**src/rtl/stpars_pkg.sv**
```systemverilog
`timescale 1ns / 1ps
// ============================================================================
// stpars_pkg: shared types and constants of the segment tree block
// Item and result payloads, controller states, datapath operations and the
// status returned from the datapath to the controller.
// ============================================================================
package stpars_pkg;

    localparam int unsigned POS_W   = 10;
    localparam int unsigned END_W   = 11;
    localparam int unsigned DATA_W  = 32;
    localparam int unsigned LCOUNT_W = 11;

    localparam logic [LCOUNT_W-1:0] LEAF_COUNT_RESET = 11'd1024;

    localparam logic FUNC_ADD   = 1'b0;
    localparam logic FUNC_QUERY = 1'b1;

    typedef struct packed {
        logic                     func;
        logic [POS_W-1:0]         position;
        logic [END_W-1:0]         end_position;
        logic signed [DATA_W-1:0] delta;
    } item_t;

    typedef struct packed {
        logic signed [DATA_W-1:0] range_sum;
        logic                     bad_range;
    } result_t;

    typedef enum logic [2:0] {
        ST_CLEAR,
        ST_IDLE,
        ST_ADD_RD,
        ST_ADD_LEAF,
        ST_ADD_UP,
        ST_Q_LO,
        ST_Q_HI,
        ST_OUT
    } ctrl_state_t;

    typedef enum logic [3:0] {
        DP_NOP,
        DP_CLEAR,
        DP_LOAD_ADD,
        DP_LOAD_QUERY,
        DP_ADD_RD,
        DP_ADD_LEAF,
        DP_ADD_UP,
        DP_Q_LO,
        DP_Q_HI,
        DP_OUT
    } dp_op_t;

    typedef struct packed {
        logic is_query;
        logic add_ok;
        logic q_bad;
        logic q_empty;
        logic clear_last;
        logic node_root;
        logic parent_root;
        logic lo_lt_hi;
        logic result_free;
    } status_t;

endpackage

```
**src/rtl/stpars_ctrl.sv**
```systemverilog
`timescale 1ns / 1ps
// ============================================================================
// stpars_ctrl: controller of the segment tree block
// Sequences the clearing pass, the leaf-to-root update of an add and the
// two-sided walk of a range query, one datapath operation per cycle.
// ============================================================================
module stpars_ctrl (
    input  logic                clk,
    input  logic                rst_n,
    input  logic                item_valid,
    output logic                item_ready,
    input  stpars_pkg::status_t status,
    output stpars_pkg::dp_op_t  op
);

    stpars_pkg::ctrl_state_t state_reg, state_next;

    always_ff @(posedge clk or negedge rst_n)
    begin
        if (!rst_n)
        begin
            state_reg <= stpars_pkg::ST_CLEAR;
        end
        else
        begin
            state_reg <= state_next;
        end
    end

    always_comb
    begin
        state_next = state_reg;
        op         = stpars_pkg::DP_NOP;
        item_ready = 1'b0;
        unique case (state_reg)
            stpars_pkg::ST_CLEAR:
            begin
                op = stpars_pkg::DP_CLEAR;
                if (status.clear_last)
                begin
                    state_next = stpars_pkg::ST_IDLE;
                end
            end
            stpars_pkg::ST_IDLE:
            begin
                item_ready = 1'b1;
                if (item_valid)
                begin
                    if (status.is_query)
                    begin
                        op = stpars_pkg::DP_LOAD_QUERY;
                        if (status.q_bad || status.q_empty)
                        begin
                            state_next = stpars_pkg::ST_OUT;
                        end
                        else
                        begin
                            state_next = stpars_pkg::ST_Q_LO;
                        end
                    end
                    else if (status.add_ok)
                    begin
                        op         = stpars_pkg::DP_LOAD_ADD;
                        state_next = stpars_pkg::ST_ADD_RD;
                    end
                end
            end
            stpars_pkg::ST_ADD_RD:
            begin
                op         = stpars_pkg::DP_ADD_RD;
                state_next = stpars_pkg::ST_ADD_LEAF;
            end
            stpars_pkg::ST_ADD_LEAF:
            begin
                op = stpars_pkg::DP_ADD_LEAF;
                if (status.node_root)
                begin
                    state_next = stpars_pkg::ST_IDLE;
                end
                else
                begin
                    state_next = stpars_pkg::ST_ADD_UP;
                end
            end
            stpars_pkg::ST_ADD_UP:
            begin
                op = stpars_pkg::DP_ADD_UP;
                if (status.parent_root)
                begin
                    state_next = stpars_pkg::ST_IDLE;
                end
            end
            stpars_pkg::ST_Q_LO:
            begin
                op = stpars_pkg::DP_Q_LO;
                if (status.lo_lt_hi)
                begin
                    state_next = stpars_pkg::ST_Q_HI;
                end
                else
                begin
                    state_next = stpars_pkg::ST_OUT;
                end
            end
            stpars_pkg::ST_Q_HI:
            begin
                op         = stpars_pkg::DP_Q_HI;
                state_next = stpars_pkg::ST_Q_LO;
            end
            stpars_pkg::ST_OUT:
            begin
                if (status.result_free)
                begin
                    op         = stpars_pkg::DP_OUT;
                    state_next = stpars_pkg::ST_IDLE;
                end
            end
            default:
            begin
                state_next = stpars_pkg::ST_IDLE;
            end
        endcase
    end

endmodule

```
**config.mk**
```make
export PLATFORM = sky130hd
export DESIGN_NAME = stpars_ctrl
export DESIGN_NICKNAME = d
export VERILOG_FILES = /design/src/rtl/stpars_pkg.sv /design/src/rtl/stpars_ctrl.sv
export SDC_FILE = /design/constraint.sdc
export NUM_CORES = 1
export LEC_CHECK = 0
export ABC_AREA = 1
export BUFFER_PORTS_ARGS = -buffer_cell sky130_fd_sc_hd__buf_2
export CAP_MARGIN = 5
export CORE_AREA = 2 2 39 41
export CTS_BUF_LIST = sky130_fd_sc_hd__clkbuf_8
export DETAILED_ROUTE_END_ITERATION = 16
export DIE_AREA = 0 0 41 43
export PLACE_DENSITY = 0.58
export SLEW_MARGIN = 20
export SYNTH_ARGS = -nofsm -noshare
export SYNTH_HDL_FRONTEND = slang
export SYNTH_SLANG_ARGS = --single-unit
```
**constraint.sdc**
```tcl
create_clock -name clk -period 2.6 [get_ports clk]
set_input_delay 0.26 -clock clk [delete_from_list [all_inputs] [get_ports clk]]
set_output_delay 0.26 -clock clk [all_outputs]
set_load 0.05 [all_outputs]
```
Word level (Yosys, flattened, before mapping). Index checks and enable logic that the tools add are counted.

Register bits: 3. Input port bits: 12. Logic and storage cells: 32.

Equality and inequality tests: 12. Multiplexer cells: 16. Reduce and logical (&&, ||, !) cells: 3.

Operator list (number): $pmux W4 S8 (1); $pmux W3 S8 (1); $mux W3 (7); $eq A3 B3 Y1 const B (4); $mux W2 (4); $ne A2 B2 Y1 const B (4); $eq A3 B2 Y1 const B (2); $reduce_and A5 Y1 (1); $mux W4 (1); $eq A3 B1 Y1 const B (1); $logic_not A3 Y1 (1); $ne A3 B3 Y1 const B (1); $mux W1 (2); $logic_or A1 B1 Y1 (1).

Logic depth before layout (Yosys ltp). Gate-level depths: netlist (run 1).

Word-level depth: 5. Depth in mapped cells: 9.

Worst setup path after synthesis (run 1). Ideal clock, no wire load.

Path type: register to output. Start: reg state_reg[0]. End: out op[3]. Arrival: 1.673 ns. Data required time: 2.340 ns. Setup slack: 0.667 ns. Stages on the path, launching flop included: 4. Cell sequence: dfrtp_1 buf_4 nand3_1 o21ai_0.

Cells in the longest elaborated chain, start to end: 2. Elaborated cells on any way between the ends: 9. Those cells by class: eq/ne (7); mux (1); reduce/logical (1).

Ends and longest elaborated chain: start, declared (RTL line stpars_ctrl.sv:16) `stpars_pkg::ctrl_state_t state_reg, state_next;`; start signal, assigned (RTL line stpars_ctrl.sv:22) `state_reg <= stpars_pkg::ST_CLEAR;`; start signal, assigned (RTL line stpars_ctrl.sv:26) `state_reg <= state_next;`; $eq A3 B3 Y1, or another cell as far along (RTL line stpars_ctrl.sv:35) `unique case (state_reg)`; $pmux W4 S8 * (RTL line stpars_ctrl.sv:35); end, declared (RTL line stpars_ctrl.sv:13) `output stpars_pkg::dp_op_t op`.

Mark *: on every way between the ends. The rest lies on a longest branch, timed or not.

Worst setup path in the final report (run 1).
Start: reg state_reg[1]. End: out op[0].

The elaborated chain is that of the path after synthesis.

==> results.md, run 1 <==
Clock tree:
- The buffer type at the clock tree root is sky130_fd_sc_hd__clkbuf_8.
- The maximum level of the CTS H-tree is 1.
- Clock-pin slew was measured on the worst setup and hold paths at 0.03 ns.
- The clock net in this run drives a total of 3 sinks.
- The clock insertion delay at the later pin of the skew report is 0.21 ns.
- In this run, CTS created clock tree buffers numbering 3.
- In this run the post-CTS setup repair buffer count came out at 0.
- The TritonCTS clock tree is yes.
- The longest clock path from root to sink contains 2 buffers.

Routing:
- Wires add up to 894 um.
- Summing over every cut layer, the via total after detailed routing is 427.
- The DRC marker count from the first detailed-route iteration is 9.
- The number of antenna-violating nets in the routed design is 0.
- The number of detailed-routing iterations run before antenna repair is 4.
- In the routed design, unresolved DRC markers number 0.
- Dividing the detail-routed via count by the number of cells gives 4.64.
- After detailed routing, the average wire length per cell comes to 9.72 um.

Worst setup path:
- The required time of the worst setup path is 2.34 ns.
- The critical register-to-register path endpoint is state_reg[2].
- The worst setup path is launched from a flop.
- The reg-to-reg startpoint is state_reg[1].
- The most critical setup path has its startpoint at state_reg[1].
- The register-to-register path setup slack is 1.36 ns.
- The worst reg-to-reg path cell count is 7.
- STA classifies the critical path endpoint as an output port.
- Following the worst setup path forward leads to its endpoint at op[0].
- The critical path start-end classification is flop to output port.
- The data arrival time of the critical path is 1.48 ns.
- In this run the worst path has a maximum fanout of 8.

Global routing:
- The overflow left after global routing is 0.
- The maximum number of pins on one net before global-route repair is 10.
- The number of global-route vias before repair is 415.
- The overall global routing resource usage is 12.6%.
- The first-pass GRT wire length is 1570 um.
- The number of antenna violations at the first check in global routing is 0.

Logic synthesis:
- The post-synthesis area per instance is 6.58 um^2.
- The library cell occupying the most area in the post-synthesis netlist is sky130_fd_sc_hd__dfrtp_1.
- After synthesis, the cell types taking the most area are sky130_fd_sc_hd__dfrtp_1 (20%), sky130_fd_sc_hd__nand2_1 (11%), sky130_fd_sc_hd__nor2_1 (7.9%), sky130_fd_sc_hd__o21ai_0 (6.6%), sky130_fd_sc_hd__buf_6 (5.9%).
- The number of nets in the synthesized netlist is 70.
- The count of cell types in the netlist is 21.
- The share of Yosys cell area claimed by the top area cell type is 19.7%.
- Synthesis produced 58 cells.
- The share of synthesized area occupied by flip-flops and latches is 19.7%.
- The Yosys step of the flow raised 0 warnings.
- The synthesized design contains 3 register bits.
- The mapped netlist covers 382 um^2.

Final layout:
- The area occupied by multi-input gates is 233 um^2.
- After filler insertion, the fill cell instance count of the layout stands at 156.
- In the final layout, flip-flops and latches occupy 75.1 um^2.
- The total inserted antenna cells is 0.
- The area growth from synthesis to layout is 32.8%.
- After the last flow step, the layout net total stands at 89.
- The number of flip-flops in the largest register is 3.
- The proportion of layout cells with a drive suffix above 1 is 36.8%.

Floorplanning:
- The die is 43 um tall.
- The boundary pin count is 17.
- The number of rows in the core area is 14.
- The initial core utilization is 27.6%.
- The floorplan step set the die width to 41 um.
- The placeable core region is 1380 um^2.
- The die covers 1760 um^2.

STA:
- Setup violations remaining at the end of the flow were counted as 0.
- For the pin with the worst max-slew slack, the measured transition is 0.400 ns.
- In the final timing run, aggregate negative setup slack is 0 ns.
- The max-slew violation count came to 0.
- The worst path in the final design needs a cycle of 1.74 ns, including I/O delays and setup.
- The final number of hold-violating endpoints was 0.
- Setup repair after global routing left no endpoint under its margin.
- For this run, the top clock speed supported by timing is 576 MHz.
- The ratio of final minimum period to clock period is 66.8%.
- In this run the tightest slew margin relative to its limit is 73.3%.
- The setup skew after layout is 0.000407 ns.

Power and ir drop:
- The power density normalized to cell area is 1470 nW/um^2.
- The cell leakage power is 0.267 nW.
- Across the VDD grid, the largest voltage drop is 536 uV.
- The sum of internal, switching and leakage power is 0.744 mW.

Placement:
- The HPWL after detailed placement is 723 um.
- The number of buffers inserted by port buffering is 16.
- Routability-driven placement finished with a final weighted congestion of 0.766.

Outcome:
- The flow ran to the end, and the final reports show no timing, DRC or antenna violations.

Worst hold path:
- The worst hold path belongs to the class primary input to asynchronous set/reset pin.

Flow run:
- The number of violations of the max-capacitance limit is 0.
-- metrics by stage --
| step | std cells | hold slack (ns) | utilization (%) | area, um^2 | setup slack (ns) |
|---|---|---|---|---|---|
| after floorplan | 58 | -0.0356 | - | 382 | 0.667 |
| after global placement | 87 | 0.0592 | 32.6 | 452 | 1.05 |
| after detailed placement | 87 | 0.0560 | 32.6 | 452 | 1.08 |
| after CTS | 92 | 0.379 | 36.6 | 507 | 0.859 |
| after global routing | 92 | 0.401 | 36.6 | 507 | 0.742 |
| final | 92 | 0.375 | 36.6 | 507 | 0.863 |
-- synthesized netlist by cell type, drive strengths merged --
| master | count |
|---|---|
| o211ai | 2 |
| a21boi | 1 |
| nor2 | 10 |
| inv | 9 |
| a21oi | 2 |
| dfrtp | 3 |
| o22ai | 1 |
| o21ai | 6 |
| nand2 | 13 |
| nand4 | 2 |
| nand3 | 6 |
| buf | 3 |
-- final cells by class --
type	instances	area share, %
sequential	3	14.8
clock buffer	3	8.15
clock inverter	1	0.741
multi-input combinational	43	45.9
inverter	9	8.64
timing repair buffer	17	17.8
tap	16	3.95
-- worst max-delay path: stages, from the launching register on --
cell                      delay, ns
sky130_fd_sc_hd__dfrtp_1       0.51
sky130_fd_sc_hd__inv_8         0.12
sky130_fd_sc_hd__nand2_4       0.07
sky130_fd_sc_hd__nor2_1        0.16
sky130_fd_sc_hd__a21oi_1       0.08
sky130_fd_sc_hd__nand4_1       0.06
sky130_fd_sc_hd__buf_2         0.26
-- routing by layer --
metal | wire [um] | share of wire (%) | vias up | track usage, %
li1 | - | - | 229 | -
met1 | 405 | 45 | 189 | 16.9
met2 | 436 | 49 | 9 | 18.1
met3 | 52 | 5.8 | 0 | 2.09
met4 | 0 | 0 | 0 | 7.33
met5 | 0 | 0 | - | 0
-- cells in the final DEF (no fill, tap or decap), types with 3 or more instances in the layout --
cell type	instances
sky130_fd_sc_hd__nand3_1	4
sky130_fd_sc_hd__o21ai_0	5
sky130_fd_sc_hd__nand2_1	11
sky130_fd_sc_hd__dfrtp_1	3
sky130_fd_sc_hd__inv_1	7
sky130_fd_sc_hd__buf_2	16
sky130_fd_sc_hd__nor2_1	8
sky130_fd_sc_hd__clkbuf_8	3
-- power by group --
group          switching [mW]  leakage (nW)  internal (mW)
clock network          0.0285        0.0269          0.100
registers              0.0697        0.0374         0.0687
logic                   0.337         0.203          0.140
-- worst min-delay path by stage --
stage | start | endpoint | slack (ns) | depth (start not counted)
2_1_floorplan | rst_n | state_reg[0] | -0.04 | 0
3_3_place_gp | rst_n | state_reg[0] | 0.06 | 1
3_5_place_dp | rst_n | state_reg[2] | 0.06 | 1
4_1_cts | rst_n | state_reg[2] | 0.38 | 2
5_1_grt | rst_n | state_reg[2] | 0.40 | 2
6_report | rst_n | state_reg[2] | 0.38 | 2
-- repair_timing --
action	4_1_cts	5_1_grt
hold endpoints to repair	3	0
resized for setup	0	0
hold buffers	1	0
-- kinds of logic after synthesis --
group,count (synthesis),share of synthesized area (%)
compound gates,12,18.0
simple gates,31,43.0
flops,3,19.7
buf+inv,12,19.3
Note: power is estimated with default switching activity, not from simulation.
==> run 2: changes to the inputs <==
==> constraint.sdc (replaced) <==
create_clock -name clk -period 1.7 [get_ports clk]
set_input_delay 0.17 -clock clk [delete_from_list [all_inputs] [get_ports clk]]
set_output_delay 0.17 -clock clk [all_outputs]
set_load 0.05 [all_outputs]
==> results.md, run 2 (same netlist as run 1, synthesis figures left out) <==
STA:
- The final number of hold-violating endpoints came to 0 (unchanged).
- The number of endpoints failing setup at the final stage is 0 (unchanged).
- The total negative slack for setup checks came to 0 ns (unchanged).
- The post-route minimum period is 1.57 ns.
- The max-slew violation count is 0 (unchanged).
- The actual slew at the worst max-slew pin is 0.288 ns (-0.112 ns).
- Derived from the worst setup path, the maximum achievable clock frequency is 638 MHz.
- Setup repair after global routing left no endpoint under its margin.
- The setup skew after layout is 0.00350 ns (+0.00310 ns).
- The max-slew headroom at the worst pin is 80.6% (+7.3 points).
- Of the available clock period, the critical path in the final layout requires 92.2%.

Final layout:
- The area growth from synthesis to layout is 34.4%.
- The number of cells in the finished layout apart from fillers came to 92 (unchanged).
- The number of flip-flops in the largest register is 3 (unchanged).
- The final layout net count is 89 (unchanged).
- The proportion of layout cells with a drive suffix above 1 is 40.8% (+3.9 points).
- The final instance area came to 513 um^2 (+1.2%).
- The total inserted antenna cells came to 0 (unchanged).
- The number of fillers in the final layout is 159 (+1.9%).
- The most frequent standard cell in the layout excluding fill and tap cells is sky130_fd_sc_hd__buf_2.
- In the layout the commonest cells are sky130_fd_sc_hd__buf_2 (15), sky130_fd_sc_hd__nand2_1 (11), sky130_fd_sc_hd__nor2_1 (8).

Power and ir drop:
- The power density normalized to cell area was 2260 nW/um^2 (+54%).
- The worst voltage drop across the vdd grid is 772 uV (+44%).
- The share of power burned in the clock network is 17.3% (about the same).
- The sequential power share is 19.1% (+0.5 points).
- The cell leakage power is 0.264 nW (-1.2%).
- The switching share of power is 57.7% (-0.78 points).
- The net switching power is 0.670 mW (+54%).
- The part of the total power dissipated in combinational logic is 63.6% (-0.5 points).
- The internal power summed over all cells is 0.491 mW (+59%).

Global routing:
- The first-pass GRT wire length is 1420 um (-9.7%).
- The overflow left after global routing is 0 (unchanged).
- The number of global-route vias before repair is 360 (-13%).
- The number of antenna violations at the first check in global routing is 0 (unchanged).
- The overall global routing resource usage came to 11.9% (-0.72 points).
- The maximum number of pins on one net before global-route repair came to 10 (unchanged).

Routing:
- The DRC marker count from the first detailed-route iteration is 11 (+2).
- The total wire length after detailed routing is 915 um (+2.3%).
- The number of detailed-routing iterations run before antenna repair came to 4 (unchanged).
- The average wire per cell in the routed design came to 9.95 um (+2.3%).
- The detailed-route vias per instance is 4.63 (-0.23%).
- The remaining design rule violation count is 0 (unchanged).
- The total via count after detailed routing came to 426 (-0.23%).
- The number of antenna-violating nets in the routed design is 0 (unchanged).

Floorplanning:
- The die footprint was 1760 um^2 (unchanged).
- The x dimension of the die was 41 um (unchanged).
- The initial core utilization was 27.6% (unchanged).
- The boundary pin count was 17 (unchanged).
- The number of rows in the core area is 14 (unchanged).
- The vertical die dimension was 43 um (unchanged).
- The placeable core region is 1380 um^2 (unchanged).

Worst hold path:
- The class of the tightest hold or removal check is primary input to asynchronous set/reset pin.

Clock tree:
- The number of buffers added for setup after CTS is 0 (unchanged).
- The clock tree buffer depth is 2 (unchanged).
- The TritonCTS clock tree is yes.
- The clock insertion delay at the later pin of the skew report was 0.22 ns (about the same).
- The sink count of the clock tree is 3 (unchanged).
- The clock slew seen by the registers of the worst setup and hold paths is 0.03 ns (about the same).
- The CTS buffer count is 3 (unchanged).
- The buffer type at the clock tree root is sky130_fd_sc_hd__clkbuf_8.
- The maximum level of the CTS H-tree is 1 (unchanged).

Outcome:
- The run finished with clean final reports.

Placement:
- The post-placement cell count is 87 (unchanged).
- The number of buffers inserted by port buffering is 16 (unchanged).
- The HPWL after detailed placement is 716 um (-0.97%).
- The routability congestion estimate from global placement was 0.755 (-1.4%).
- The total cell area at the placement stage is 452 um^2 (unchanged).

Worst setup path:
- The maximum fanout along the worst path is 8 (unchanged).
- The delay contributed by the slowest stage of the critical path is 0.48 ns (-0.03 ns).
- The required time of the worst setup path is 1.53 ns (-0.81 ns).
- The critical path launch point type is a flop.
- The critical path goes through inv_8 -> nand2_4 -> nor2_1 -> a21oi_1 -> nand4_1 -> clkbuf_4.
- The cell with the largest stage delay on the worst path is sky130_fd_sc_hd__dfrtp_2.
- STA classifies the critical path endpoint as an output port.
- The critical path in this run is classified as flop to output port.
- The data arrival time of the critical path is 1.40 ns (-0.08 ns).

Flow run:
- The number of violations of the max-capacitance limit is 0 (unchanged).
[run 2: cell types whose count changed in the layout (fill, tap and decap cells not counted)]
| cell | delta |
|---|---|
| sky130_fd_sc_hd__dfrtp_1 | -3 |
| sky130_fd_sc_hd__dfrtp_2 | +3 |
| sky130_fd_sc_hd__buf_2 | -1 |
| sky130_fd_sc_hd__clkbuf_4 | +1 |
| sky130_fd_sc_hd__o21ai_0 | -1 |
| sky130_fd_sc_hd__o21ai_1 | +1 |
[run 2: per-stage QoR]
step                      power (mW)  utilization (%)  hold slack [ns]  setup slack (ns)
after floorplan                0.849                -           -0.126             0.143
after global placement         0.940             32.6          -0.0327             0.278
after detailed placement       0.945             32.6          -0.0314             0.256
after CTS                       1.15             36.6            0.280            0.0273
after global routing            1.24             37.1            0.297            0.0519
final                           1.16             37.1            0.278             0.132
[run 2: power groups by stage]
| stage | Clock, mW | Combinational, mW | Sequential, mW |
|---|---|---|---|
| 2_1_floorplan | 0 | 0.733 | 0.116 |
| 3_3_place_gp | 0 | 0.729 | 0.211 |
| 3_5_place_dp | 0 | 0.729 | 0.216 |
| 4_1_cts | 0.203 | 0.734 | 0.214 |
| 5_1_grt | 0.209 | 0.796 | 0.233 |
| 6_report | 0.201 | 0.738 | 0.222 |
[run 2: worst max-delay path: cells and delay by family (launching register included)]
family | cells | cell delay [ns]
AOI/OAI and AO/OA | 1 | 0.09
DFF | 1 | 0.48
buffers and inverters | 2 | 0.33
and+or+nand+nor | 3 | 0.29
[run 2: what timing repair did]
item | CTS | global route
hold endpoints to repair | 3 | 0
hold buffers | 1 | 0
resized for setup | 0 | 4
endpoints found under the setup margin | 0 | 1
[run 2: layout make-up]
cell class | count | area (um^2) | share of cell area, %
Timing Repair Buffer | 17 | 92.6 | 18.0
Tap cell | 16 | 20.0 | 3.90
Multi-Input combinational cell | 43 | 233 | 45.4
Clock inverter | 1 | 3.75 | 0.732
Clock buffer | 3 | 41.3 | 8.05
Sequential cell | 3 | 78.8 | 15.4
Inverter | 9 | 43.8 | 8.54
[run 2: worst paths after layout]
| path | start | end | slack, ns | cells after the start |
|---|---|---|---|---|
| hold / removal | rst_n | state_reg[0] | 0.28 | 2 |
| min in group clk | status[3] | state_reg[2] | 0.30 | 4 |
| setup reg to reg | state_reg[1] | state_reg[2] | 0.55 | 8 |
| max in group asynchronous | rst_n | state_reg[1] | 1.30 | 2 |
| hold reg to reg | state_reg[0] | state_reg[0] | 0.65 | 2 |
| setup / recovery | state_reg[1] | op[0] | 0.13 | 6 |
[run 2: metal layers]
layer	vias up	part of all wire [%]	track usage (%)
met5	-	0	0
met2	14	45	15.9
met4	0	1.3	8.00
met3	2	5.4	1.57
met1	185	48	16.8
li1	225	-	-
